--- src/rtl/etc_pkg.sv ---
`default_nettype none

package etc_pkg;

   // default number of rotation cells
   localparam int CORDIC_STAGES_DEF = 16;
   localparam int ATAN_LEN          = 24;

   // field widths
   localparam int ANG_W  = 16;
   localparam int SC_W   = 16;
   localparam int OUT_W  = 19;

   // internal widths
   localparam int RED_W  = 15;   // reduced angle, below 23040
   localparam int XY_W   = 31;   // cordic x/y, 28 fraction bits
   localparam int Z_W    = 29;   // residual angle, 2^-20 degree
   localparam int TRIG_W = 16;   // Q1.14 sine/cosine
   localparam int PAIR_W = 30;   // product of two Q1.14 values
   localparam int TRIP_W = 44;   // product of three Q1.14 values
   localparam int ENT_W  = 45;   // matrix entry, 42 fraction bits

   // axis slots
   localparam int AX_PITCH = 0;
   localparam int AX_ROLL  = 1;
   localparam int AX_YAW   = 2;

   // quadrant codes
   localparam logic [1:0] QD_0 = 2'd0;
   localparam logic [1:0] QD_1 = 2'd1;
   localparam logic [1:0] QD_2 = 2'd2;
   localparam logic [1:0] QD_3 = 2'd3;

   localparam logic [16:0] ANG_FULL  = 17'd23040;
   localparam logic [16:0] ANG_FULL2 = 17'd46080;
   localparam logic [16:0] ANG_FULL3 = 17'd69120;
   localparam logic [16:0] ANG_BIAS  = ANG_FULL2;

   localparam logic [RED_W-1:0] ANG_QUAD  = 15'd5760;
   localparam logic [RED_W-1:0] ANG_QUAD2 = 15'd11520;
   localparam logic [RED_W-1:0] ANG_QUAD3 = 15'd17280;

   localparam logic signed [XY_W-1:0]   GAIN_Q28 = 31'sd163008219;
   localparam logic signed [TRIG_W-1:0] TRIG_ONE = 16'sd16384;

   // atan(2^-i) in units of 2^-20 degree
   localparam logic [25:0] ATAN_TAB [ATAN_LEN] = '{
      26'd47185920, 26'd27855475, 26'd14718068, 26'd7471121,
      26'd3750058,  26'd1876857,  26'd938658,   26'd469357,
      26'd234682,   26'd117342,   26'd58671,    26'd29335,
      26'd14668,    26'd7334,     26'd3667,     26'd1833,
      26'd917,      26'd458,      26'd229,      26'd115,
      26'd57,       26'd29,       26'd14,       26'd7
   };

   typedef logic signed [XY_W-1:0]   xy_type;
   typedef logic signed [Z_W-1:0]    z_type;
   typedef logic signed [TRIG_W-1:0] trig_type;
   typedef logic signed [ENT_W-1:0]  ent_type;

   // state carried along the rotation chain, one slot per axis
   typedef struct packed {
      xy_type [2:0]          x;
      xy_type [2:0]          y;
      z_type  [2:0]          z;
      logic   [2:0][1:0]     quad;
      logic   [2:0][SC_W-1:0] scale;
   } rot_type;

   // unscaled matrix entries, column-major, with the scales alongside
   typedef struct packed {
      ent_type [8:0]          m;
      logic    [2:0][SC_W-1:0] scale;
   } col_type;

endpackage

`default_nettype wire

--- src/rtl/etc_scale.sv ---
`default_nettype none

module etc_scale
   import etc_pkg::*;
(
   input  wire logic                    clock,
   input  wire logic [1:0]              en,
   input  wire ent_type                 entry,
   input  wire logic signed [SC_W-1:0]  scale,
   output logic signed [OUT_W-1:0]      result
);

   localparam int SPLIT  = 22;
   localparam int HI_W   = ENT_W - SPLIT;
   localparam int LO_W   = SPLIT + 1;
   localparam int PH_W   = HI_W + SC_W;
   localparam int PL_W   = LO_W + SC_W;
   localparam int ACC_W  = PH_W + SPLIT + 1;
   localparam int FRAC   = 40;
   localparam int V_W    = ACC_W - FRAC;
   localparam logic [ACC_W-1:0]      RND     = ACC_W'(64'd1 << (FRAC - 1));
   localparam logic signed [V_W-1:0] SAT_MAX = V_W'(131072);

   logic signed [PH_W-1:0]  p_hi_ff, p_hi_in;
   logic signed [PL_W-1:0]  p_lo_ff, p_lo_in;
   logic signed [OUT_W-1:0] res_ff, res_in;

   // split the entry so each product stays narrow
   always_comb begin
      logic signed [HI_W-1:0] m_hi;
      logic signed [LO_W-1:0] m_lo;
      m_hi    = entry[ENT_W-1:SPLIT];
      m_lo    = {1'b0, entry[SPLIT-1:0]};
      p_hi_in = m_hi * scale;
      p_lo_in = m_lo * scale;
   end

   always_comb begin
      logic        [ACC_W-1:0] sum;
      logic signed [V_W-1:0]   v;
      sum = (ACC_W'(p_hi_ff) << SPLIT) + ACC_W'(p_lo_ff) + RND;
      v   = sum[ACC_W-1:FRAC];
      if (v > SAT_MAX) begin
         res_in = OUT_W'(SAT_MAX);
      end else if (v < -SAT_MAX) begin
         res_in = OUT_W'(-SAT_MAX);
      end else begin
         res_in = v[OUT_W-1:0];
      end
   end

   always_ff @(posedge clock) begin
      if (en[0]) begin
         p_hi_ff <= p_hi_in;
         p_lo_ff <= p_lo_in;
      end
      if (en[1]) begin
         res_ff <= res_in;
      end
   end

   assign result = res_ff;

endmodule

`default_nettype wire

--- config.mk ---
export PLATFORM = sky130hd
export DESIGN_NAME = etc_scale
export DESIGN_NICKNAME = d
export VERILOG_FILES = /design/src/rtl/etc_pkg.sv /design/src/rtl/etc_scale.sv
export SDC_FILE = /design/constraint.sdc
export NUM_CORES = 2
export LEC_CHECK = 0
export ABC_CLOCK_PERIOD_IN_PS = 8600
export BUFFER_PORTS_ARGS = -buffer_cell sky130_fd_sc_hd__clkbuf_2
export CAP_MARGIN = 5
export CORE_MARGIN = 2
export CORE_UTILIZATION = 45
export DETAILED_ROUTE_END_ITERATION = 8
export SETUP_SLACK_MARGIN = 0.3
export SLEW_MARGIN = 15
export SYNTH_ARGS = -nofsm -noshare
export SYNTH_HDL_FRONTEND = slang
export SYNTH_SLANG_ARGS = --single-unit
--- constraint.sdc ---
create_clock -name clock -period 8.6 [get_ports clock]
set_input_delay 0.43 -clock clock [delete_from_list [all_inputs] [get_ports clock]]
set_output_delay 0.43 -clock clock [all_outputs]
set_load 0.005 [all_outputs]
==> flow_summary.yaml <==
worst_hold_path:
  hp-start: "en[1]"
  hp-class: "input pin to flip-flop"
  holdPathEnd: "result[13]"
  min_path_cells: 1
timing:
  finalSetupViolations: 0
  slew_headroom_pct: 34.6
  tns_ns: 0
  final-hold-violation-count: 0
  timing.final.crit_share_pct: 87.0
  fin_crit_ns: 7.48
  fmax_mhz: 134
  rsz0062_at_grt: "false"
  worstMarginPinSlew_ns: 0.982
  skew_ns: 0.0130
  slew_viol_final: 0
  worst_slack_ns: 1.12
synth:
  netlist_instances: 3214
  synth_top_family_by_area: "adder cells"
  synthDominantAreaCellType: "fa_1"
  syn_area_sq_mm: 0.0294
  synth_cell_types: 74
  postSynthRegisterBits: 75
  async_flop_share_pct: 0
  synth.net_count: 4217
  synthFlopType: "edfxtp_1"
  synth_xor_area_share_pct: 2.20
  synthSimpleGateAreaFrac_pct: 15.4
  ys_top_cells_by_area: "fa_1 43%, ha_1 13%, inv_1 10%"
  synth_compound_area_share_pct: 6.35
  synth_top_area_share_pct: 43.4
  synth_edf_count: 75
  ys_seq_area_share_pct: 7.66
  ys_warn_count: 0
  yosys-mux-area-fraction_pct: 0.174
  syn_area_per_cell_sq_um: 9.15
  synthAdderAreaFrac_pct: 56.2
placement:
  portBuffers: 82
  gp_congestion: 0.871
  place_area_sq_mm: 0.0306
  dp_hpwl_mm: 58.5
  place_ws_ns: 0.798
  place_inst: 4055
global_routing:
  first_global_vias: 22900
  grt_pass1_wl_mm: 122
  grt_max_degree: 57
  antenna_found_initial: 1
  grt_overflow: 0
  grtUsageTotal_pct: 23.3
layout:
  final_area_sq_mm: 0.0309
  num-nets-final: 4214
  fin_cells: 4071
  drive_gt1_share_pct: 5.04
  syn_to_final_growth_pct: 5.26
  n_antenna_cell: 0
detailed_routing:
  drc: 0
  dr.first_iter.drc_count: 1162
  viasPerCell: 5.15
  ant_nets: 0
  drt-total-wl_mm: 72.8
  firstDrtPassIters: 5
  vias: 21000
  avgRoutedWirePerCell_um: 17.9
job:
  maxCapViolations: 0
setup_path:
  worst-endpoint-required_ns: 8.72
  r2r_slack_ns: 3.78
  crit_path_end_kind: "flip-flop"
  path_buf_inv: 5
  start_kind: "input pin"
  arrival_ns: 7.60
  cp_slowest_stage_delay_ns: 0.64
  r2r-end: "result[12]"
  cp_max_fo: 32
  crit_path_frequent_cell: "fa_1"
  slowest_stage: "a2111oi_0"
  r2r_cells: 14
  r2r-start: "p_lo_ff[38]"
  path_cells: "clkbuf_2 > and2_1 > fa_1 > inv_1 > fa_1 > fa_1 > inv_1 > fa_1 > fa_1 > inv_1 > fa_1 > inv_1 > ha_1 > a2111oi_0 > o21ai_0 > a21oi_1 > a21oi_1 > a211oi_1 > o31a_1 > o31ai_1 > a221o_1 > a21oi_1 > xnor2_1"
  worstSetupPathType: "input pin to flip-flop"
  cpLargestDelayFamily: "adder cells"
clocking:
  clock_sinks: 75
  root_buffer: "clkbuf_16"
  cts_tree: "yes"
  cts_resized: 0
  cts_post_setup_buffers_inserted: 0
  cts.hold.buffers_added: 0
  clk_path_buf_depth: 2
  h-tree-depth: 3
  clkLatencyLatePin_ns: 0.38
  path_clk_slew_ns: 0.06
  cts_made_buffers: 9
die:
  core_sq_mm: 0.0646
  rows: 93
  dieArea_sq_mm: 0.0674
  die_y_um: 260
  die_w_um: 260
  start_util_pct: 45.5
  io_pins: 83
status:
  status: "completed"
[cell type report]
cell class | count | area, sq um
fillers | 6284 | 33600
multi-input cells | 2203 | 23600
inverters | 805 | 3020
flip-flops and latches | 75 | 2250
well taps | 855 | 1070
repair buffers | 117 | 673
clock buffers | 9 | 225
clock inverters | 7 | 90.1
[worst reg2reg max path, delay by kind of cell (launching register included)]
family	cells	cell delay, ns
simple gates	5	1.68
compound gates	4	1.37
fa+ha+maj	2	0.71
buf+inv	3	0.53
flops	1	0.33
[worst max path at each step]
| stage | start | endpoint | slack [ns] | cells past startpoint |
|---|---|---|---|---|
| 5_1_grt | scale[6] | p_lo_ff[38] | 0.73 | 23 |
| 4_1_cts | scale[8] | p_lo_ff[38] | 1.17 | 23 |
| 2_1_floorplan | scale[1] | p_hi_ff[37] | 1.90 | 25 |
| 6_report | scale[5] | p_lo_ff[38] | 1.12 | 23 |
| 3_3_place_gp | scale[5] | p_lo_ff[38] | 0.91 | 23 |
| 3_5_place_dp | scale[8] | p_lo_ff[38] | 0.80 | 23 |
[cells in the mapped netlist (all sizes together), types with 5 or more instances]
master and count:
a21o 48, ha 302, o21bai 13, o211ai 5
nor3 13, inv 804, a21oi 82, and2 299
clkbuf 125, a211oi 14, edfxtp 75, a2111oi 6
fa 637, a31oi 9, xnor2 53, o21ai 39
a21boi 6, nand3 18, nand2 425, nand4 18
nor2 85, nor2b 9, or3 5, nand2b 16
nor4 6, and3 13, xor2 21, o21a 8
buf 6
[layout by cell type (no fill, tap or decap), types with 48 or more instances in the layout]
master | synthesis | final
ha_1 | 302 | 302
a21o_1 | 48 | 48
xnor2_1 | 53 | 53
nand2_1 | 425 | 425
clkbuf_2 | 0 | 82
edfxtp_1 | 75 | 75
a21oi_1 | 77 | 77
inv_1 | 804 | 804
and2_1 | 298 | 298
nor2_1 | 84 | 84
fa_1 | 637 | 637
[stage by stage]
| stage | utilization (%) | hold WS [ns] |
|---|---|---|
| 6_report | 47.9 | 0.615 |
| 5_1_grt | 47.9 | 0.633 |
| 4_1_cts | 47.9 | 0.604 |
| 3_5_place_dp | 47.4 | 0.835 |
| 3_3_place_gp | 47.4 | 0.835 |
| 2_1_floorplan | - | 0.542 |
[cells by family (layout without fill, tap and decap cells)]
family          after synthesis  after routing
compound gates              264            264
xor+xnor                     74             74
fa+ha+maj                   939            939
buf+inv                     936            938
flops                        75             75
mux                           5              5
simple gates                921            921
[sequential cells by signal (all words and copies together) (netlist names)]
| signal | flops |
|---|---|
| p_hi_ff | 39 |
| p_lo_ff | 17 |
| result | 19 |
[routing by layer]
| metal | vias up | wire [um] | track usage, % |
|---|---|---|---|
| met1 | 10800 | 32100 | 31.6 |
| met3 | 100 | 4580 | 3.89 |
| met5 | - | 14 | 0 |
| met4 | 2 | 1840 | 5.86 |
| met2 | 512 | 34200 | 39.0 |
| li1 | 9598 | - | - |
Power is left out: the tool's default activity adds up to more than one toggle a clock period on the data nets, which glitch-free logic cannot reach.
