$ cat src/rtl/etc_pkg.sv
`default_nettype none

package etc_pkg;

   // default number of rotation cells
   localparam int CORDIC_STAGES_DEF = 16;
   localparam int ATAN_LEN          = 24;

   // field widths
   localparam int ANG_W  = 16;
   localparam int SC_W   = 16;
   localparam int OUT_W  = 19;

   // internal widths
   localparam int RED_W  = 15;   // reduced angle, below 23040
   localparam int XY_W   = 31;   // cordic x/y, 28 fraction bits
   localparam int Z_W    = 29;   // residual angle, 2^-20 degree
   localparam int TRIG_W = 16;   // Q1.14 sine/cosine
   localparam int PAIR_W = 30;   // product of two Q1.14 values
   localparam int TRIP_W = 44;   // product of three Q1.14 values
   localparam int ENT_W  = 45;   // matrix entry, 42 fraction bits

   // axis slots
   localparam int AX_PITCH = 0;
   localparam int AX_ROLL  = 1;
   localparam int AX_YAW   = 2;

   // quadrant codes
   localparam logic [1:0] QD_0 = 2'd0;
   localparam logic [1:0] QD_1 = 2'd1;
   localparam logic [1:0] QD_2 = 2'd2;
   localparam logic [1:0] QD_3 = 2'd3;

   localparam logic [16:0] ANG_FULL  = 17'd23040;
   localparam logic [16:0] ANG_FULL2 = 17'd46080;
   localparam logic [16:0] ANG_FULL3 = 17'd69120;
   localparam logic [16:0] ANG_BIAS  = ANG_FULL2;

   localparam logic [RED_W-1:0] ANG_QUAD  = 15'd5760;
   localparam logic [RED_W-1:0] ANG_QUAD2 = 15'd11520;
   localparam logic [RED_W-1:0] ANG_QUAD3 = 15'd17280;

   localparam logic signed [XY_W-1:0]   GAIN_Q28 = 31'sd163008219;
   localparam logic signed [TRIG_W-1:0] TRIG_ONE = 16'sd16384;

   // atan(2^-i) in units of 2^-20 degree
   localparam logic [25:0] ATAN_TAB [ATAN_LEN] = '{
      26'd47185920, 26'd27855475, 26'd14718068, 26'd7471121,
      26'd3750058,  26'd1876857,  26'd938658,   26'd469357,
      26'd234682,   26'd117342,   26'd58671,    26'd29335,
      26'd14668,    26'd7334,     26'd3667,     26'd1833,
      26'd917,      26'd458,      26'd229,      26'd115,
      26'd57,       26'd29,       26'd14,       26'd7
   };

   typedef logic signed [XY_W-1:0]   xy_type;
   typedef logic signed [Z_W-1:0]    z_type;
   typedef logic signed [TRIG_W-1:0] trig_type;
   typedef logic signed [ENT_W-1:0]  ent_type;

   // state carried along the rotation chain, one slot per axis
   typedef struct packed {
      xy_type [2:0]          x;
      xy_type [2:0]          y;
      z_type  [2:0]          z;
      logic   [2:0][1:0]     quad;
      logic   [2:0][SC_W-1:0] scale;
   } rot_type;

   // unscaled matrix entries, column-major, with the scales alongside
   typedef struct packed {
      ent_type [8:0]          m;
      logic    [2:0][SC_W-1:0] scale;
   } col_type;

endpackage

`default_nettype wire

$ cat src/rtl/etc_cordic_cell.sv
`default_nettype none

module etc_cordic_cell
   import etc_pkg::*;
#(
   parameter int STAGE = 0
)
(
   input  wire logic    clock,
   input  wire logic    en,
   input  wire rot_type d_in,
   output rot_type      d_out
);

   localparam z_type ATAN_STEP = z_type'({3'b0, ATAN_TAB[STAGE]});

   rot_type cell_ff, cell_in;

   always_comb begin
      xy_type x, y;
      z_type  z;
      cell_in = d_in;
      for (int a = 0; a < 3; a++) begin
         x = d_in.x[a];
         y = d_in.y[a];
         z = d_in.z[a];
         if (!z[Z_W-1]) begin
            cell_in.x[a] = x - (y >>> STAGE);
            cell_in.y[a] = y + (x >>> STAGE);
            cell_in.z[a] = z - ATAN_STEP;
         end else begin
            cell_in.x[a] = x + (y >>> STAGE);
            cell_in.y[a] = y - (x >>> STAGE);
            cell_in.z[a] = z + ATAN_STEP;
         end
      end
   end

   always_ff @(posedge clock) begin
      if (en) begin
         cell_ff <= cell_in;
      end
   end

   assign d_out = cell_ff;

endmodule

`default_nettype wire

$ cat config.mk
export PLATFORM = sky130hd
export DESIGN_NAME = etc_cordic_cell
export DESIGN_NICKNAME = d
export VERILOG_FILES = /design/src/rtl/etc_pkg.sv /design/src/rtl/etc_cordic_cell.sv
export SDC_FILE = /design/constraint.sdc
export NUM_CORES = 1
export LEC_CHECK = 0
export BUFFER_PORTS_ARGS = -buffer_cell sky130_fd_sc_hd__buf_2
export CAP_MARGIN = 20
export CORE_AREA = 3 3 251 253
export CTS_BUF_LIST = sky130_fd_sc_hd__clkbuf_16
export CTS_CLUSTER_SIZE = 20
export DETAILED_ROUTE_END_ITERATION = 6
export DIE_AREA = 0 0 254 256
export GPL_TIMING_DRIVEN = 0
export PLACE_DENSITY = 0.66
export SLEW_MARGIN = 0
export SYNTH_ARGS = -nofsm -noshare
export SYNTH_HDL_FRONTEND = slang
export SYNTH_SLANG_ARGS = --single-unit
$ cat constraint.sdc
create_clock -name clock -period 4.5 [get_ports clock]
set_input_delay 0.9 -clock clock [delete_from_list [all_inputs] [get_ports clock]]
set_output_delay 0.9 -clock clock [all_outputs]
set_load 0.1 [all_outputs]
==> flow_summary_export.csv, run 1 <==
group,metric,value,unit
outcome,outcome,"completed",
drt,wire_per_inst,21.9,µm
synthesis,synth_ff_type,"edfxtp_1",
clocking,clockRootBuffer,"clkbuf_16",
timing,post-route-period-util,90.7,%
clocking,post_cts_buffers,0,
setup_path,cp.arrival,4360,ps
flow_run,maxCapViolCount,0,
global_routing,grt_start_max_net_pins,104,
floorplanning,rows,91,
setup_path,crit_type,"input port to register",
pwr,seqPwrFrac,29.7,%
place,place_area,30100,µm²
clocking,clkSinkCount,324,
synthesis,synth_cell_types,93,
floorplanning,fp.dieW,254,µm
clocking,postCtsHoldBufs,0,
timing,finalMaxSlewViolations,0,
pwr,clkPwrFrac,24.0,%
final_layout,stdcell_area,31500,µm²
synthesis,synth-seq-area-share,37.8,%
pwr,power,13.4,mW
drt,dr_total_vias,24100,
global_routing,groute.usage.overall,27.8,%
global_routing,first_global_vias,23000,
final_layout,multi_input_area,14400,µm²
final_layout,area_delta_synth_final,22.2,%
final_layout,largest_register_ffs,324,
final_layout,utilization,51.4,%
drt,via_per_inst,5.60,
setup_path,critPathCaptureType,"register",
timing,fin_hold_ws,504,ps
synthesis,synth_cells,2759,
synthesis,async_reset_ff_share,0,%
global_routing,antenna_found_initial,23,
synthesis,synth-edff-count,324,
pwr,switching_share,47.4,%
setup_path,path_max_fanout,5,
setup_path,cp_cell_sequence,"buf_2 -> ha_1 -> fa_1 -> nor2b_1 -> o221ai_1 -> a211oi_1 -> a2111oi_2 -> o211ai_2 -> nand2_1 -> o21ai_0 -> xnor2_1",
floorplanning,die_area,65000,µm²
min_path,whs_path_depth,1,
place,pre_cts_ws,-14.5,ps
final_layout,final_cell_mix,"buf_2, edfxtp_1, a21oi_1",
setup_path,crit_end,"d_out[163]",
timing,setup_viol,0,
global_routing,overflow,0,
final_layout,seq_area,9730,µm²
pwr,combPwrFrac,46.2,%
timing,rsz0062_at_grt,"false",
final_layout,layout_commonest_cell,"buf_2",
setup_path,cp-startpoint,"d_in[141]",
timing,clock.fmax,245,MHz
floorplanning,start_util,42.1,%
place,hpwl,75900,µm
floorplanning,ios,656,
clocking,cts_tree,"built",
drt,firstDrtPassIters,6,
final_layout,num-fill-cells,5810,
pwr,peakVddDrop,361,µV
clocking,clk_pin_slew,70,ps
global_routing,grt_pass1_wl,139000,µm
drt,drc,0,
timing,final.setup.worst_slack,420,ps
synthesis,ys_seq_elements,324,
min_path,hp-start,"d_in[60]",
drt,wl,94200,µm
timing,fin_crit,4080,ps
timing,finalHoldViolations,0,
pwr,p_int,7.05,mW
place,portBuffers,655,
min_path,hold_path_class,"input port to register",
clocking,cts_buffer_depth,3,
synthesis,avgSynthCellArea,9.34,µm²
pwr,cellLeakagePower,14.2,nW
clocking,cts_made_buffers,39,
timing,tightest_slew,967,ps
final_layout,drive_above_1_share,22.7,%
synthesis,yosysWarnings,0,
pwr,power_switching,6.35,mW
timing,slew_headroom,35.5,%
drt,postRouteAntennaNets,0,
synthesis,synth_nets,3391,
setup_path,crit_slowest_cell,"a2111oi_2",
clocking,cts_resized,0,
final_layout,fin_nets,4091,
floorplanning,core_area,61300,µm²
synthesis,syn_area,25800,µm²
setup_path,slowest_delay,820,ps
clocking,cts_htree_levels,2,
place,place.gp.congestion,0.968,
pwr,power_density,426,nW/µm²
drt,drt_iter0_drc,2547,
setup_path,worstPathRequired,4780,ps
floorplanning,die-height,256,µm
setup_path,worstSetupStartpointType,"input port",
==> cell type report <==
type                            count  share of cell area [%]
Clock buffer                       40                    3.18
Sequential cell                   324                    30.9
Multi-Input combinational cell   2018                    45.7
Clock inverter                     32                   0.942
Antenna cell                       17                   0.135
Tap cell                          790                    3.14
Inverter                          301                    3.59
Timing Repair Buffer              659                    10.8
Buffer                            116                    1.62
==> per-layer routing <==
layer | GRT usage [%] | vias up | wire (µm)
li1 | - | 11300 | -
met1 | 36.1 | 11300 | 38200
met2 | 45.4 | 1226 | 44000
met3 | 5.48 | 198 | 8230
met4 | 11.2 | 8 | 3820
met5 | 0 | - | 48
==> cells in the mapped netlist (all sizes together) (13+ instances only) <==
library cell / count / area [µm²]
xnor2: 164 / 1440
and3: 17 / 111
a21oi: 308 / 1550
nand4: 34 / 213
or2: 13 / 81.3
a211oi: 31 / 238
a21o: 65 / 489
o211ai: 30 / 235
o21ai: 174 / 875
inv: 294 / 1100
nor4: 19 / 125
o21bai: 68 / 510
nand2: 135 / 507
o31ai: 26 / 195
nand2b: 30 / 188
a31oi: 29 / 203
nor3: 44 / 220
xor2: 30 / 263
o21a: 19 / 143
nor2b: 32 / 200
mux2i: 27 / 270
buf: 54 / 278
edfxtp: 324 / 9730
nor2: 214 / 803
nand3: 35 / 175
o22ai: 13 / 93.8
ha: 291 / 3640
clkbuf: 62 / 233
==> power groups by stage <==
| stage | clock [mW] | combinational (mW) | sequential, mW |
|---|---|---|---|
| 2_1_floorplan | 0 | 1.79 | 7.00 |
| 3_3_place_gp | 0 | 6.13 | 4.07 |
| 3_5_place_dp | 0 | 6.13 | 4.05 |
| 4_1_cts | 3.30 | 6.16 | 3.99 |
| 5_1_grt | 3.40 | 6.48 | 4.02 |
| 6_report | 3.22 | 6.20 | 3.99 |
==> logic make-up (layout without fill, tap and decap cells) <==
| kind of cell | Yosys count | in the layout | share of synthesized area [%] |
|---|---|---|---|
| compound gates | 882 | 882 | 21.8 |
| simple gates | 607 | 607 | 11.1 |
| buf+inv | 417 | 1148 | 6.37 |
| flops | 324 | 324 | 37.8 |
| fa+ha+maj | 303 | 303 | 15.1 |
| xor+xnor | 194 | 194 | 6.59 |
| mux | 32 | 32 | 1.27 |
| other cells | 0 | 17 | 0 |
==> critical path: cells and delay by family <==
family / cells / cell delay, ps
XOR/XNOR: 1 / 490
buffers and inverters: 1 / 120
AND/OR/NAND/NOR: 2 / 390
AO/OA/AOI/OAI: 5 / 1810
adder cells (fa/ha/maj): 2 / 640
==> metrics by stage <==
step / std cells / TNS (ps)
2_1_floorplan: 2759 / 0
3_3_place_gp: 4204 / -726360
3_5_place_dp: 4207 / -14.5
4_1_cts: 4279 / 0
5_1_grt: 4293 / 0
6_report: 4297 / 0
==> how the worst min path moves through the flow <==
stage	end	slack, ps
after floorplan	d_out[0]	1000
after global placement	d_out[30]	1080
after detailed placement	d_out[115]	1080
after CTS	d_out[60]	470
after global routing	d_out[33]	470
final	d_out[60]	500
No activity file was read; power rests on OpenSTA's default activity.
==> inputs of run 2 (changes only) <==
BUFFER_PORTS_ARGS = default   (was -buffer_cell sky130_fd_sc_hd__buf_2)
CORE_AREA = default   (was 3 3 251 253)
CORE_ASPECT_RATIO = 0.5   (was default)
CORE_MARGIN = 3   (was default)
CORE_UTILIZATION = 45   (was default)
DIE_AREA = default   (was 0 0 254 256)
DONT_BUFFER_PORTS = 1   (was default)
PLACE_DENSITY = default   (was 0.66)
==> flow_summary_export.csv, run 2 (synthesis gave the netlist of run 1 again) <==
group,metric,value,unit
clocking,clockRootBuffer,"clkbuf_16",
drt,firstDrtPassIters,5,
setup_path,path_max_fanout,9,
floorplanning,rows,61,
pwr,peakVddDrop,366,µV
final_layout,seq_area,9730,µm²
timing,fin_hold_ws,367,ps
clocking,post_cts_buffers,0,
final_layout,drive_above_1_share,4.51,%
timing,final.setup.worst_slack,733,ps
floorplanning,core_area,56100,µm²
final_layout,largest_register_ffs,324,
final_layout,area_delta_synth_final,7.46,%
global_routing,groute.usage.overall,27.3,%
place,place_area,26700,µm²
place,hpwl,68500,µm
final_layout,utilization,49.4,%
final_layout,fin_nets,3424,
clocking,clkSinkCount,324,
place,pre_cts_ws,127,ps
timing,setup_viol,0,
global_routing,grt_pass1_wl,128000,µm
pwr,power_density,438,nW/µm²
clocking,cts_resized,0,
floorplanning,die-height,175,µm
global_routing,overflow,0,
floorplanning,start_util,45.9,%
min_path,hold_path_class,"input port to register",
global_routing,grt_start_max_net_pins,325,
final_layout,final_cells,3570,
timing,clock.fmax,265,MHz
final_layout,final_cell_mix,"edfxtp_1, a21oi_1, inv_1",
drt,wire_per_inst,24.2,µm
setup_path,crit_end,"d_out[199]",
floorplanning,fp.dieW,344,µm
timing,tightest_slew,1080,ps
pwr,power,12.1,mW
clocking,cts_htree_levels,1,
place,place.gp.congestion,0.988,
clocking,cts_made_buffers,31,
global_routing,first_global_vias,20900,
final_layout,stdcell_area,27700,µm²
timing,post-route-period-util,83.7,%
clocking,cts_buffer_depth,3,
timing,rsz0062_at_grt,"false",
setup_path,worstSetupStartpointType,"input port",
place,post-place-cells,3515,
clocking,cts_tree,"built",
clocking,postCtsHoldBufs,0,
drt,postRouteAntennaNets,0,
outcome,outcome,"completed",
drt,drc,0,
drt,via_per_inst,5.92,
timing,finalHoldViolations,0,
global_routing,antenna_found_initial,0,
setup_path,critPathCaptureType,"register",
floorplanning,die_area,60300,µm²
clocking,clk_pin_slew,70,ps
final_layout,multi_input_area,14400,µm²
final_layout,diodes,0,
setup_path,cp.arrival,4120,ps
place,portBuffers,0,
final_layout,num-fill-cells,5313,
drt,drt_iter0_drc,1731,
final_layout,layout_commonest_cell,"edfxtp_1",
drt,dr_total_vias,21100,
setup_path,cp-startpoint,"d_in[179]",
setup_path,worstPathRequired,4850,ps
timing,finalMaxSlewViolations,0,
timing,slew_headroom,28.0,%
timing,fin_crit,3770,ps
timing,finalSetupTns,0,ps
pwr,cellLeakagePower,11.4,nW
flow_run,maxCapViolCount,0,
drt,wl,86400,µm
floorplanning,ios,656,
setup_path,crit_type,"input port to register",
min_path,hp-start,"d_in[118]",
## run 2: final cells by class
type | count | share of cell area [%]
inverters | 301 | 4.08
plain buffers | 116 | 1.84
multi-input cells | 2018 | 52.0
clock buffers | 31 | 2.80
clock inverters | 24 | 0.723
flip-flops and latches | 324 | 35.1
well taps | 756 | 3.42
## run 2: critical path: stages
cell and delay [ps]:
inv_1 20, ha_1 260, buf_2 200, clkinv_1 260, o31ai_1 470, a22oi_1 190
a31oi_1 580, a21boi_0 300, or2_2 350, a21oi_1 250, o22ai_1 160, xnor2_1 180
## run 2: how the worst min path moves through the flow
stage / end / slack, ps / cells after the start
final: d_out[118] / 370 / 0
after global routing: d_out[99] / 330 / 0
after floorplan: d_out[0] / 1000 / 0
after global placement: d_out[4] / 1000 / 0
after detailed placement: d_out[100] / 1000 / 0
after CTS: d_out[50] / 320 / 0
## run 2: report_power, final
group	total (mW)	leakage [nW]	internal, mW	switching [mW]
Combinational	2.46	7.77	0.907	1.56
Clock	2.59	0.503	1.38	1.21
Sequential	7.06	3.17	3.91	3.16
## run 2: routing by layer
metal  global-route usage (%)  share of wire, %
met5                        0                 0
met4                     10.0               4.0
met3                     4.51               6.0
met2                     49.0                51
met1                     32.9                39
