===== config.mk =====
export PLATFORM = sky130hd
export DESIGN_NAME = etc_angle_prep
export DESIGN_NICKNAME = d
export VERILOG_FILES = /design/src/rtl/etc_pkg.sv /design/src/rtl/etc_angle_prep.sv
export SDC_FILE = /design/constraint.sdc
export NUM_CORES = 1
export LEC_CHECK = 0
export BUFFER_PORTS_ARGS = -buffer_cell sky130_fd_sc_hd__buf_4
export CORE_AREA = 2 2 164 166
export CTS_CLUSTER_SIZE = 16
export DETAILED_ROUTE_END_ITERATION = 8
export DIE_AREA = 0 0 166 168
export PLACE_DENSITY = 0.7
export REMOVE_ABC_BUFFERS = 1
export SLEW_MARGIN = 30
export SYNTH_ARGS = -nofsm -noshare
export SYNTH_HDL_FRONTEND = slang
export SYNTH_SLANG_ARGS = --single-unit

===== constraint.sdc =====
create_clock -name clock -period 8.3 [get_ports clock]
set_input_delay 0.83 -clock clock [delete_from_list [all_inputs] [get_ports clock]]
set_output_delay 0.83 -clock clock [all_outputs]
set_load 0.05 [all_outputs]

===== src/rtl/etc_pkg.sv =====
`default_nettype none

package etc_pkg;

   // default number of rotation cells
   localparam int CORDIC_STAGES_DEF = 16;
   localparam int ATAN_LEN          = 24;

   // field widths
   localparam int ANG_W  = 16;
   localparam int SC_W   = 16;
   localparam int OUT_W  = 19;

   // internal widths
   localparam int RED_W  = 15;   // reduced angle, below 23040
   localparam int XY_W   = 31;   // cordic x/y, 28 fraction bits
   localparam int Z_W    = 29;   // residual angle, 2^-20 degree
   localparam int TRIG_W = 16;   // Q1.14 sine/cosine
   localparam int PAIR_W = 30;   // product of two Q1.14 values
   localparam int TRIP_W = 44;   // product of three Q1.14 values
   localparam int ENT_W  = 45;   // matrix entry, 42 fraction bits

   // axis slots
   localparam int AX_PITCH = 0;
   localparam int AX_ROLL  = 1;
   localparam int AX_YAW   = 2;

   // quadrant codes
   localparam logic [1:0] QD_0 = 2'd0;
   localparam logic [1:0] QD_1 = 2'd1;
   localparam logic [1:0] QD_2 = 2'd2;
   localparam logic [1:0] QD_3 = 2'd3;

   localparam logic [16:0] ANG_FULL  = 17'd23040;
   localparam logic [16:0] ANG_FULL2 = 17'd46080;
   localparam logic [16:0] ANG_FULL3 = 17'd69120;
   localparam logic [16:0] ANG_BIAS  = ANG_FULL2;

   localparam logic [RED_W-1:0] ANG_QUAD  = 15'd5760;
   localparam logic [RED_W-1:0] ANG_QUAD2 = 15'd11520;
   localparam logic [RED_W-1:0] ANG_QUAD3 = 15'd17280;

   localparam logic signed [XY_W-1:0]   GAIN_Q28 = 31'sd163008219;
   localparam logic signed [TRIG_W-1:0] TRIG_ONE = 16'sd16384;

   // atan(2^-i) in units of 2^-20 degree
   localparam logic [25:0] ATAN_TAB [ATAN_LEN] = '{
      26'd47185920, 26'd27855475, 26'd14718068, 26'd7471121,
      26'd3750058,  26'd1876857,  26'd938658,   26'd469357,
      26'd234682,   26'd117342,   26'd58671,    26'd29335,
      26'd14668,    26'd7334,     26'd3667,     26'd1833,
      26'd917,      26'd458,      26'd229,      26'd115,
      26'd57,       26'd29,       26'd14,       26'd7
   };

   typedef logic signed [XY_W-1:0]   xy_type;
   typedef logic signed [Z_W-1:0]    z_type;
   typedef logic signed [TRIG_W-1:0] trig_type;
   typedef logic signed [ENT_W-1:0]  ent_type;

   // state carried along the rotation chain, one slot per axis
   typedef struct packed {
      xy_type [2:0]          x;
      xy_type [2:0]          y;
      z_type  [2:0]          z;
      logic   [2:0][1:0]     quad;
      logic   [2:0][SC_W-1:0] scale;
   } rot_type;

   // unscaled matrix entries, column-major, with the scales alongside
   typedef struct packed {
      ent_type [8:0]          m;
      logic    [2:0][SC_W-1:0] scale;
   } col_type;

endpackage

`default_nettype wire


===== src/rtl/etc_angle_prep.sv =====
`default_nettype none

module etc_angle_prep
   import etc_pkg::*;
(
   input  wire logic                    clock,
   input  wire logic [1:0]              en,
   input  wire logic [2:0][ANG_W-1:0]   angle,
   input  wire logic [2:0][SC_W-1:0]    scale,
   output rot_type                      rot
);

   logic [2:0][RED_W-1:0] red_ff, red_in;
   logic [2:0][SC_W-1:0]  scl_ff;
   rot_type               rot_ff, rot_in;

   // wrap into [0, 360) degrees
   always_comb begin
      logic [16:0] a_pos;
      for (int a = 0; a < 3; a++) begin
         a_pos = {angle[a][ANG_W-1], angle[a]} + ANG_BIAS;
         if (a_pos >= ANG_FULL3) begin
            red_in[a] = RED_W'(a_pos - ANG_FULL3);
         end else if (a_pos >= ANG_FULL2) begin
            red_in[a] = RED_W'(a_pos - ANG_FULL2);
         end else if (a_pos >= ANG_FULL) begin
            red_in[a] = RED_W'(a_pos - ANG_FULL);
         end else begin
            red_in[a] = RED_W'(a_pos);
         end
      end
   end

   // quadrant split and cordic seed
   always_comb begin
      logic [RED_W-1:0] res;
      rot_in       = '0;
      rot_in.scale = scl_ff;
      for (int a = 0; a < 3; a++) begin
         if (red_ff[a] >= ANG_QUAD3) begin
            rot_in.quad[a] = QD_3;
            res            = red_ff[a] - ANG_QUAD3;
         end else if (red_ff[a] >= ANG_QUAD2) begin
            rot_in.quad[a] = QD_2;
            res            = red_ff[a] - ANG_QUAD2;
         end else if (red_ff[a] >= ANG_QUAD) begin
            rot_in.quad[a] = QD_1;
            res            = red_ff[a] - ANG_QUAD;
         end else begin
            rot_in.quad[a] = QD_0;
            res            = red_ff[a];
         end
         rot_in.x[a] = GAIN_Q28;
         rot_in.y[a] = '0;
         rot_in.z[a] = {res, 14'b0};
      end
   end

   always_ff @(posedge clock) begin
      if (en[0]) begin
         red_ff <= red_in;
         scl_ff <= scale;
      end
      if (en[1]) begin
         rot_ff <= rot_in;
      end
   end

   assign rot = rot_ff;

endmodule

`default_nettype wire


==> metrics list, run 1 <==
- The flow ran to the end, and the final reports show no timing, DRC or antenna violations.
- In this run, synthesis produced a sequential element count of 192.
- Total Nets Final: 1272
* Synth top area share: 52.38%
* Predominant post-synthesis flop cell: sky130_fd_sc_hd__edfxtp_1
- Largest stage delay on the critical path: 0.49 ns
* Synth async-reset ratio: 0%
- The number of antenna diodes in the final layout is 0.
- The later pin in the worst-skew pair is clocked with a latency of 0.44 ns.
* Setup skew after layout: 0.01268 ns
- Combined buffer and inverter count along the critical path: 1
* Hold crit path type: reg -> reg
* Clock buffers created by TritonCTS: 17
- Buffers added to address setup during post-CTS repair amount to 0.
- Dividing total power by cell area gives a power density of 241.3 mW/mm^2.
* Setup Viol. Count Final: 0
- The die covers 0.02789 sq mm.
- Following the worst setup path forward leads to its endpoint at red_ff[13].
- In this run the worst path has a maximum fanout of 16.
- Vias in the first global route: 6471
- The detail route stage leaves a number of antenna-violating nets equal to 0.
* First DRT Iteration DRCs: 403
- Antenna violations before repair: 0
* Kind of cell with the highest combined delay on the critical path: compound AO/OA/AOI/OAI gates
- STA puts the critical path data required time at 8.46 ns.
- Worst path depth: 9
* Number of flops mapped to enable cells by yosys: 192
* First-pass GRT wire length: 34590 microns
* Fmax: 337.9 MHz
- Number of distinct standard cells referenced by the synthesized netlist: 88
* Placed standard-cell area: 0.01190 sq mm
* Synthesized instance count: 950
* Count of yosys warnings during synthesis: 0
- Leading cell types by total area after synthesis: sky130_fd_sc_hd__edfxtp_1, sky130_fd_sc_hd__buf_4, sky130_fd_sc_hd__ha_1, sky130_fd_sc_hd__xnor2_1, sky130_fd_sc_hd__nand2_1
- The signal on the critical path passes through buf_4 > ha_1 > xor2_1 > nor3_1 > a311o_1 > a32oi_1 > a2bb2oi_1 > mux2i_1 > xor2_1.
- Count of hold-fix buffers inserted at cts: 0
- CTS sink count: 192
* Number of cell rows: 60
- The congestion estimate from routability-driven global placement came to 0.8956.
- The cell sitting at the root of the clock tree is a sky130_fd_sc_hd__clkbuf_16.
- For this design the top-level I/O count stands at 426.
- After detailed routing, the number of vias per cell comes to 4.722.
* WL/cell: 14.99 microns
* Cell type with the highest aggregate area in the netlist: sky130_fd_sc_hd__edfxtp_1
* Total global-route track usage: 15.41%
- Post-cts repair resize count: 0
- For this run, design rule violations remaining after detail routing come to 0.
- After detailed routing, the total wire length is 22310 microns.
* RSZ-0062 raised after global routing: no
- With fillers left out, the area of the finished cells amounts to 0.01256 sq mm.
- Die height: 168 microns
- Avg Inst Size Synth: 11.59 sq um
* Critical path arrival: 3.12 ns
- For this run, the detailed router's first-pass iteration total came to 5.
- For this configuration, the core starts out at a cell density of 41.78%.
- Pin count of the biggest net entering global routing: 52
* Number of buffer cells added on primary ports: 197
* Minimum clock period: 2.959 ns
- The worst register-to-register path begins at red_ff[7].
- The final critical path takes up 35.65% of the cycle.
- Clock tree from TritonCTS: built
* Cell area after synthesis: 0.01101 sq mm
- The floorplan step defined a core boundary enclosing 0.02635 sq mm.
- Portion of the post-synthesis area used by sequential elements: 52.38%
- Startpoint types: input pin
- Global route overflow: 0
- The critical path in this run is classified as in -> reg.
- Crit-path most repeated cell: sky130_fd_sc_hd__xor2_1
* Final slew viol count: 0
- From synthesis to final layout, the design area changed by 14.13%.
* Headroom to the max-slew limit: 55.78%
- The clock passes through at most 2 buffers.
- After routing, the total negative slack on setup checks comes to 0 ns.
- H-tree level count: 4
* Endpoint of the worst register-to-register path: rot[80]
- Floorplan die width: 166 microns
- The most critical setup path has its startpoint at angle[10].
- Peak supply drop: 0.1623 mV
- STA classifies the critical path endpoint as a flop.
* Share of layout cells above drive strength 1: 22.67%
- Hold violation count in the final report: 0
- Vias post-DR: 7026
* Maximum Capacitance Violations: 0
- Final core utilization: 47.68%
- Register-to-Register Path Depth: 10
- Post-CTS clock slew at the launch and capture registers of the worst setup and hold paths: 0.09 ns
- Reg2reg setup slack: 5.59 ns
- Library cell contributing the largest single delay on the critical path: sky130_fd_sc_hd__xor2_1
- Sum of net half-perimeters after detailed placement: 16890 microns
- Total leakage power: 5.252 nW
* Worst slew pin tran: 0.6633 ns
## cells in the final DEF, fill, tap and decap left out, types with 4 or more instances in the layout
| cell type | Yosys | final |
|---|---|---|
| sky130_fd_sc_hd__conb_1 | 2 | 228 |
| sky130_fd_sc_hd__buf_4 | 229 | 199 |
| sky130_fd_sc_hd__edfxtp_1 | 192 | 192 |
| sky130_fd_sc_hd__nand2_1 | 46 | 46 |
| sky130_fd_sc_hd__nor2_1 | 39 | 39 |
| sky130_fd_sc_hd__ha_1 | 39 | 39 |
| sky130_fd_sc_hd__inv_1 | 33 | 33 |
| sky130_fd_sc_hd__a21oi_1 | 32 | 32 |
| sky130_fd_sc_hd__o21ai_0 | 30 | 30 |
| sky130_fd_sc_hd__nand3_1 | 27 | 27 |
| sky130_fd_sc_hd__xnor2_1 | 23 | 23 |
| sky130_fd_sc_hd__nor3_1 | 20 | 20 |
| sky130_fd_sc_hd__clkbuf_16 | 0 | 17 |
| sky130_fd_sc_hd__a31oi_1 | 15 | 15 |
| sky130_fd_sc_hd__xor2_1 | 13 | 13 |
| sky130_fd_sc_hd__nand2b_1 | 9 | 9 |
| sky130_fd_sc_hd__a211oi_1 | 8 | 8 |
| sky130_fd_sc_hd__nor4_1 | 7 | 7 |
| sky130_fd_sc_hd__o22ai_1 | 7 | 7 |
| sky130_fd_sc_hd__nor2b_1 | 7 | 7 |
| sky130_fd_sc_hd__o211ai_1 | 6 | 6 |
| sky130_fd_sc_hd__or4_1 | 5 | 5 |
| sky130_fd_sc_hd__nand4_1 | 5 | 5 |
| sky130_fd_sc_hd__and2_1 | 5 | 5 |
| sky130_fd_sc_hd__or3_1 | 4 | 4 |
| sky130_fd_sc_hd__a32oi_1 | 4 | 4 |
| sky130_fd_sc_hd__a211o_1 | 4 | 4 |
| sky130_fd_sc_hd__nand3b_1 | 4 | 4 |
| sky130_fd_sc_hd__o31ai_1 | 4 | 4 |
| sky130_fd_sc_hd__a311oi_1 | 4 | 4 |
| sky130_fd_sc_hd__o21ai_1 | 4 | 4 |
| sky130_fd_sc_hd__inv_12 | 0 | 4 |
| sky130_fd_sc_hd__clkinv_8 | 0 | 4 |
## flip-flops by register name (all words and copies together) (netlist names)
register and count:
rot 99, rot_in 48, red_ff 45
## metrics by stage
step                      setup slack (ns)  hold slack, ns  total power [mW]  cells
after global routing                 5.149          0.4240             3.173   1488
after floorplan                      5.365          0.4003             1.935    916
after global placement               4.961          0.4001             2.167   1456
after detailed placement             4.896          0.4045             2.174   1456
after CTS                            5.373          0.4223             3.055   1488
final                                5.341          0.4200             3.032   1488
## logic make-up (layout without fill, tap and decap cells)
kind of cell,Yosys count,in the layout,synth area share (%)
flops,192,192,52.38
other cells,2,228,0.06822
simple gates,207,207,10.00
buf+inv,293,264,18.14
fa+ha+maj,39,39,4.433
mux,5,5,0.4774
xor+xnor,36,36,2.864
compound gates,176,176,11.64
## routing by layer
metal  vias up  global-route usage (%)  routed length [microns]
met2       325                   25.73                    11010
met3        25                   3.268                     1586
li1       3372                       -                        -
met4         0                   4.839                      372
met5         -                       0                        0
met1      3304                   20.19                     9345
## worst min path at each step
stage	endpoint	slack, ns	startpoint	cells after the start
6_report	rot[25]	0.42	rot_in[25]	0
5_1_grt	rot[25]	0.42	rot_in[25]	0
4_1_cts	rot[25]	0.42	rot_in[25]	0
3_5_place_dp	rot[33]	0.40	rot_in[33]	0
3_3_place_gp	rot[15]	0.40	rot_in[15]	0
2_1_floorplan	rot[0]	0.40	rot_in[0]	0
## cell type report
type,instances,area (sq um)
clock buffer,17,425.4
clock inverter,15,227.7
fill,2385,13790
inverter,33,123.9
multi-input combinational,691,4100
sequential,192,5766
tap,341,426.7
timing repair buffer,199,1494
## synth_stat cells, types with 9 or more instances
cell type / number
sky130_fd_sc_hd__nand2b_1: 9
sky130_fd_sc_hd__ha_1: 39
sky130_fd_sc_hd__a31oi_1: 15
sky130_fd_sc_hd__inv_1: 33
sky130_fd_sc_hd__edfxtp_1: 192
sky130_fd_sc_hd__a21oi_1: 32
sky130_fd_sc_hd__xnor2_1: 23
sky130_fd_sc_hd__nor2_1: 39
sky130_fd_sc_hd__buf_4: 229
sky130_fd_sc_hd__nor3_1: 20
sky130_fd_sc_hd__o21ai_0: 30
sky130_fd_sc_hd__clkbuf_1: 17
sky130_fd_sc_hd__buf_2: 10
sky130_fd_sc_hd__xor2_1: 13
sky130_fd_sc_hd__nand2_1: 46
sky130_fd_sc_hd__nand3_1: 27
## power breakdown
part	switching, mW	internal (mW)
Clock	0.444	0.431
Combinational	0.661	0.231
Sequential	0.0657	1.20
Note: power is estimated with default switching activity, not from simulation.
==> inputs of run 2 (changes only) <==
Settings changed: ABC_AREA set to 1, CORE_AREA 2 2 164 166 to 2 2 165 167, DIE_AREA 0 0 166 168 to 0 0 167 169, PLACE_DENSITY 0.7 to 0.76.
Clock period 8.3 ns to 2.42 ns, I/O delays scaled along.
==> run 2 against run 1 <==
Sequential cell count unchanged. Utilization rose by 6.7 points. Area after synthesis up 9.1%. Via count is 23% higher. Largest cell class unchanged. Largest power group unchanged.
==> metrics list, run 2 <==
- Result of the run: complete, no violations (unchanged)
- Avg Inst Size Synth: 9.527 sq um (was 11.59 sq um)
* RSZ-0062 raised after global routing: no (unchanged)
* Final instance area: 0.01441 sq mm (was 0.01256 sq mm)
- H-tree level count: 4 (unchanged)
- The total of hold buffers inserted after clock tree synthesis came to 75 (was 0).
- Hold crit path type: in -> reg (was reg -> reg)
- Sum of net half-perimeters after detailed placement: 20090 microns (was 16890 microns)
- The number of sinks on the clock net is 192 (unchanged).
- The worst-path cell with the longest stage delay is sky130_fd_sc_hd__edfxtp_1 (was sky130_fd_sc_hd__xor2_1).
- The height of the chip came to 169 microns (was 168 microns).
* Setup WS post-layout: 0.2745 ns (was 5.341 ns)
* Clock buffers created by TritonCTS: 17 (unchanged)
- The initial cell density of the core is 45.34% (was 41.78%).
- The max-capacitance violation count is 0 (unchanged).
- The most common cell after layout, fill and taps aside was sky130_fd_sc_hd__nand2_1 (was sky130_fd_sc_hd__conb_1).
- The share of cells above drive strength 1 came to 21.69% (was 22.67%).
- Minimum clock period: 2.145 ns
- Critical path arrival: 2.32 ns (was 3.12 ns)
- The leading register cell type out of synthesis is sky130_fd_sc_hd__edfxtp_1 (unchanged).
- The final antenna-violating net count was 0 (unchanged).
* Sequence of cells on the critical path: inv_1 > ha_1 > nor2_1 > a41oi_2 > nand2_2 > nand2_1 > o211ai_1 > nand3_1 (was buf_4 > ha_1 > xor2_1 > nor3_1 > a311o_1 > a32oi_1 > a2bb2oi_1 > mux2i_1 > xor2_1)
- The cell at the root of the clock tree is sky130_fd_sc_hd__clkbuf_16 (unchanged).
- Buffer count from post-CTS setup fixing: 0 (unchanged)
- Total global-route track usage: 18.02% (was 15.41%)
- The max-slew violation count came to 0 (unchanged).
- GR Layer Usage met3: 3.040% (was 3.268%)
- First-pass GRT wire length: 40660 microns (was 34590 microns)
- Largest register FFs: 99 (unchanged)
- Clock tree from TritonCTS: built (unchanged)
* Io pins: 426 (unchanged)
* Number of design rule violations left after detail routing: 0 (unchanged)
- The final count of negative-setup-slack endpoints came to 0 (unchanged).
- First-pass iteration count of the detailed router: 5 (unchanged)
- Critical path class: reg -> reg (was in -> reg)
* Met2 GRT Util: 31.62% (was 25.73%)
* Count of yosys warnings during synthesis: 0 (unchanged)
- The growth of design area from synthesis to finish was 19.97% (was 14.13%).
- The number of cells on the worst reg-to-reg path is 8 (was 10).
* Endpoint of the worst register-to-register path: rot[105] (was rot[80])
* Commonest cells after routing, fill and taps aside: sky130_fd_sc_hd__nand2_1, sky130_fd_sc_hd__conb_1, sky130_fd_sc_hd__buf_4 (was sky130_fd_sc_hd__conb_1, sky130_fd_sc_hd__buf_4, sky130_fd_sc_hd__edfxtp_1)
* Cell type with the highest aggregate area in the netlist: sky130_fd_sc_hd__edfxtp_1 (unchanged)
- The layout filler cell count was 2358 (was 2385).
* Die Footprint: 0.02822 sq mm (was 0.02789 sq mm)
- The final hold violation count came to 0 (unchanged).
- Total Nets Final: 1679 (was 1272)
* Hold Path Origin: angle[9] (was rot_in[25])
- The met1 demand-to-capacity share in global routing came to 22.34% (was 20.19%).
- Kind of cell with the highest combined delay on the critical path: simple AND/OR/NAND/NOR gates (was compound AO/OA/AOI/OAI gates)
- The largest stage delay on the critical path came to 0.52 ns (was 0.49 ns).
- GRT busiest layer: met2 (unchanged)
* Headroom to the max-slew limit: 57.88% (was 55.78%)
* Antenna violations before repair: 1 (was 0)
* Synth async-reset ratio: 0% (unchanged)
- The pre-CTS setup slack came to 0.2007 ns (was 4.896 ns).
- The total power density per cell area was 760.8 mW/mm^2 (was 241.3 mW/mm^2).
* Vias in the first global route: 8085 (was 6471)
* Setup crit end kind: flop (unchanged)
* Total leakage power: 6.749 nW (was 5.252 nW)
- The post-cts sizing count was 0 (unchanged).
- Global route overflow: 0 (unchanged)
* Total wire length after detailed routing: 26800 microns (was 22310 microns)
- Vias post-DR: 8615 (was 7026)
- The die boundary width is 167 microns (was 166 microns).
- The slew at the pin closest to its max-slew limit came to 0.6318 ns (was 0.6633 ns).
* Ratio of final minimum period to clock period: 88.66%
* Critical path peak fanout: 10 (was 16)
- Leading post-synthesis cells by instance count: sky130_fd_sc_hd__nand2_1, sky130_fd_sc_hd__buf_4, sky130_fd_sc_hd__edfxtp_1, sky130_fd_sc_hd__nor2_1, sky130_fd_sc_hd__nand3_1 (was sky130_fd_sc_hd__buf_4, sky130_fd_sc_hd__edfxtp_1, sky130_fd_sc_hd__nand2_1, sky130_fd_sc_hd__ha_1, sky130_fd_sc_hd__nor2_1)
- Count of state elements after synthesis: 192 (unchanged)
- WL/cell: 14.13 microns (was 14.99 microns)
- The number of unique standard cell types used by synthesis came to 40 (was 88).
* Number of flops mapped to enable cells by yosys: 192 (unchanged)
* Final core utilization: 54.39% (was 47.68%)
* Hold path endpoint: red_ff[9] (was rot[25])
* Post-CTS clock slew at the launch and capture registers of the worst setup and hold paths: 0.09 ns (about the same)
- Synthesized instance count: 1261 (was 950)
- The peak ir drop on the vdd network came to 0.5502 mV (was 0.1623 mV).
- The cell with the most instances after synthesis was sky130_fd_sc_hd__nand2_1 (was sky130_fd_sc_hd__buf_4).
* Min-Delay Path Depth: 4 (was 0)
- The final total negative setup slack came to 0 ns (unchanged).
- The number of DRC markers in iteration 0 was 565 (was 403).
- The start of the worst register-to-register path was red_ff[23] (was red_ff[7]).
- The number of port buffers was 197 (unchanged).
- Static timing analysis puts the maximum clock frequency at 466.1 MHz.
- The clock network latency to the later pin of the worst-skew pair was 0.44 ns (about the same).
- Req. time, crit path: 2.59 ns (was 8.46 ns)
- Synth top area share: 47.99% (was 52.38%)
* Setup skew after layout: 0.01520 ns (was 0.01268 ns)
- The largest net degree at the start of global routing came to 43 (was 52).
- Portion of the post-synthesis area used by sequential elements: 47.99% (was 52.38%)
- Number of vias per cell after detailed routing: 4.544 (was 4.722)
- The maximum buffer depth of the clock tree came to 2 (unchanged).
- Combined buffer and inverter count along the critical path: 1 (unchanged)
* Reg2reg setup slack: 0.27 ns (was 5.59 ns)
- Routability congestion estimate from global placement: 0.9433 (was 0.8956)
- The combined area of all synthesized cells came to 0.01201 sq mm (was 0.01101 sq mm).
- Startpoint types: flop (was input pin)
- Total core area: 0.02650 sq mm (was 0.02635 sq mm)
- The number of gates on the worst path with buffers counted came to 8 (was 9).
- Number of cell rows: 60 (unchanged)
- Leading cell types by total area after synthesis: sky130_fd_sc_hd__edfxtp_1, sky130_fd_sc_hd__buf_4, sky130_fd_sc_hd__nand2_1, sky130_fd_sc_hd__ha_1, sky130_fd_sc_hd__nand3_1 (was sky130_fd_sc_hd__edfxtp_1, sky130_fd_sc_hd__buf_4, sky130_fd_sc_hd__ha_1, sky130_fd_sc_hd__xnor2_1, sky130_fd_sc_hd__nand2_1)
* Placed standard-cell area: 0.01301 sq mm (was 0.01190 sq mm)
==> run 2: cell types whose count changed in the layout (fill, tap and decap cells not counted), moves of 30 or more <==
cell                            change
sky130_fd_sc_hd__nor2_1            +55
sky130_fd_sc_hd__inv_1             +44
sky130_fd_sc_hd__xor2_1            +30
sky130_fd_sc_hd__nand3_1           +51
sky130_fd_sc_hd__nand2_2           +30
sky130_fd_sc_hd__dlygate4sd3_1     +75
sky130_fd_sc_hd__nand2_1          +236
==> run 2: worst min-delay path, delay by kind of cell <==
family | cells | cell delay (ns)
buffers and inverters | 2 | 0.18
and+or+nand+nor | 2 | 0.10
==> run 2: cells by family after synthesis <==
family	synth area share, %
simple gates	21.72
buf+inv	18.40
flops	47.99
xor+xnor	4.593
compound gates	3.166
fa+ha+maj	4.062
other cells	0.06251
==> run 2: worst max-delay path by stage <==
stage | slack (ns) | startpoint | to
after global routing | 0.11 | red_ff[8] | rot[80]
after detailed placement | 0.20 | angle[26] | red_ff[29]
final | 0.27 | red_ff[23] | rot[105]
after global placement | 0.22 | angle[26] | red_ff[29]
after floorplan | 0.61 | angle[10] | red_ff[9]
after CTS | 0.30 | red_ff[23] | rot[105]
==> run 2: power breakdown <==
part	total [mW]	leakage (nW)	switching (mW)	internal, mW
combinational	3.59	4.56	2.63	0.969
clock	3.02	0.311	1.55	1.47
sequential	4.35	1.88	0.247	4.10
==> run 2: cell type report <==
type / instances / area, sq um / share of cell area [%]
Clock inverter: 15 / 221.5 / 1.536
Inverter: 97 / 374.1 / 2.595
Antenna cell: 1 / 2.502 / 0.01736
Clock buffer: 17 / 425.4 / 2.951
Tap cell: 341 / 426.7 / 2.960
Timing Repair Buffer: 278 / 2312 / 16.04
Sequential cell: 192 / 5766 / 40.00
Multi-Input combinational cell: 955 / 4886 / 33.90
==> run 2: per-layer routing <==
layer  up-vias  wire length [microns]
met5         -                      0
met4         0                    535
met3        37                   1565
met2       339                  13510
met1      4006                  11180
li1       4233                      -
==> run 2: stage by stage <==
stage          total power, mW  std cells  hold WS [ns]
5_1_grt                  11.48       1896        0.1924
4_1_cts                  11.00       1895        0.1679
3_5_place_dp             7.873       1788        0.4045
2_1_floorplan            6.988       1244        0.3409
6_report                 10.97       1896        0.1959
3_3_place_gp             7.829       1788        0.4008
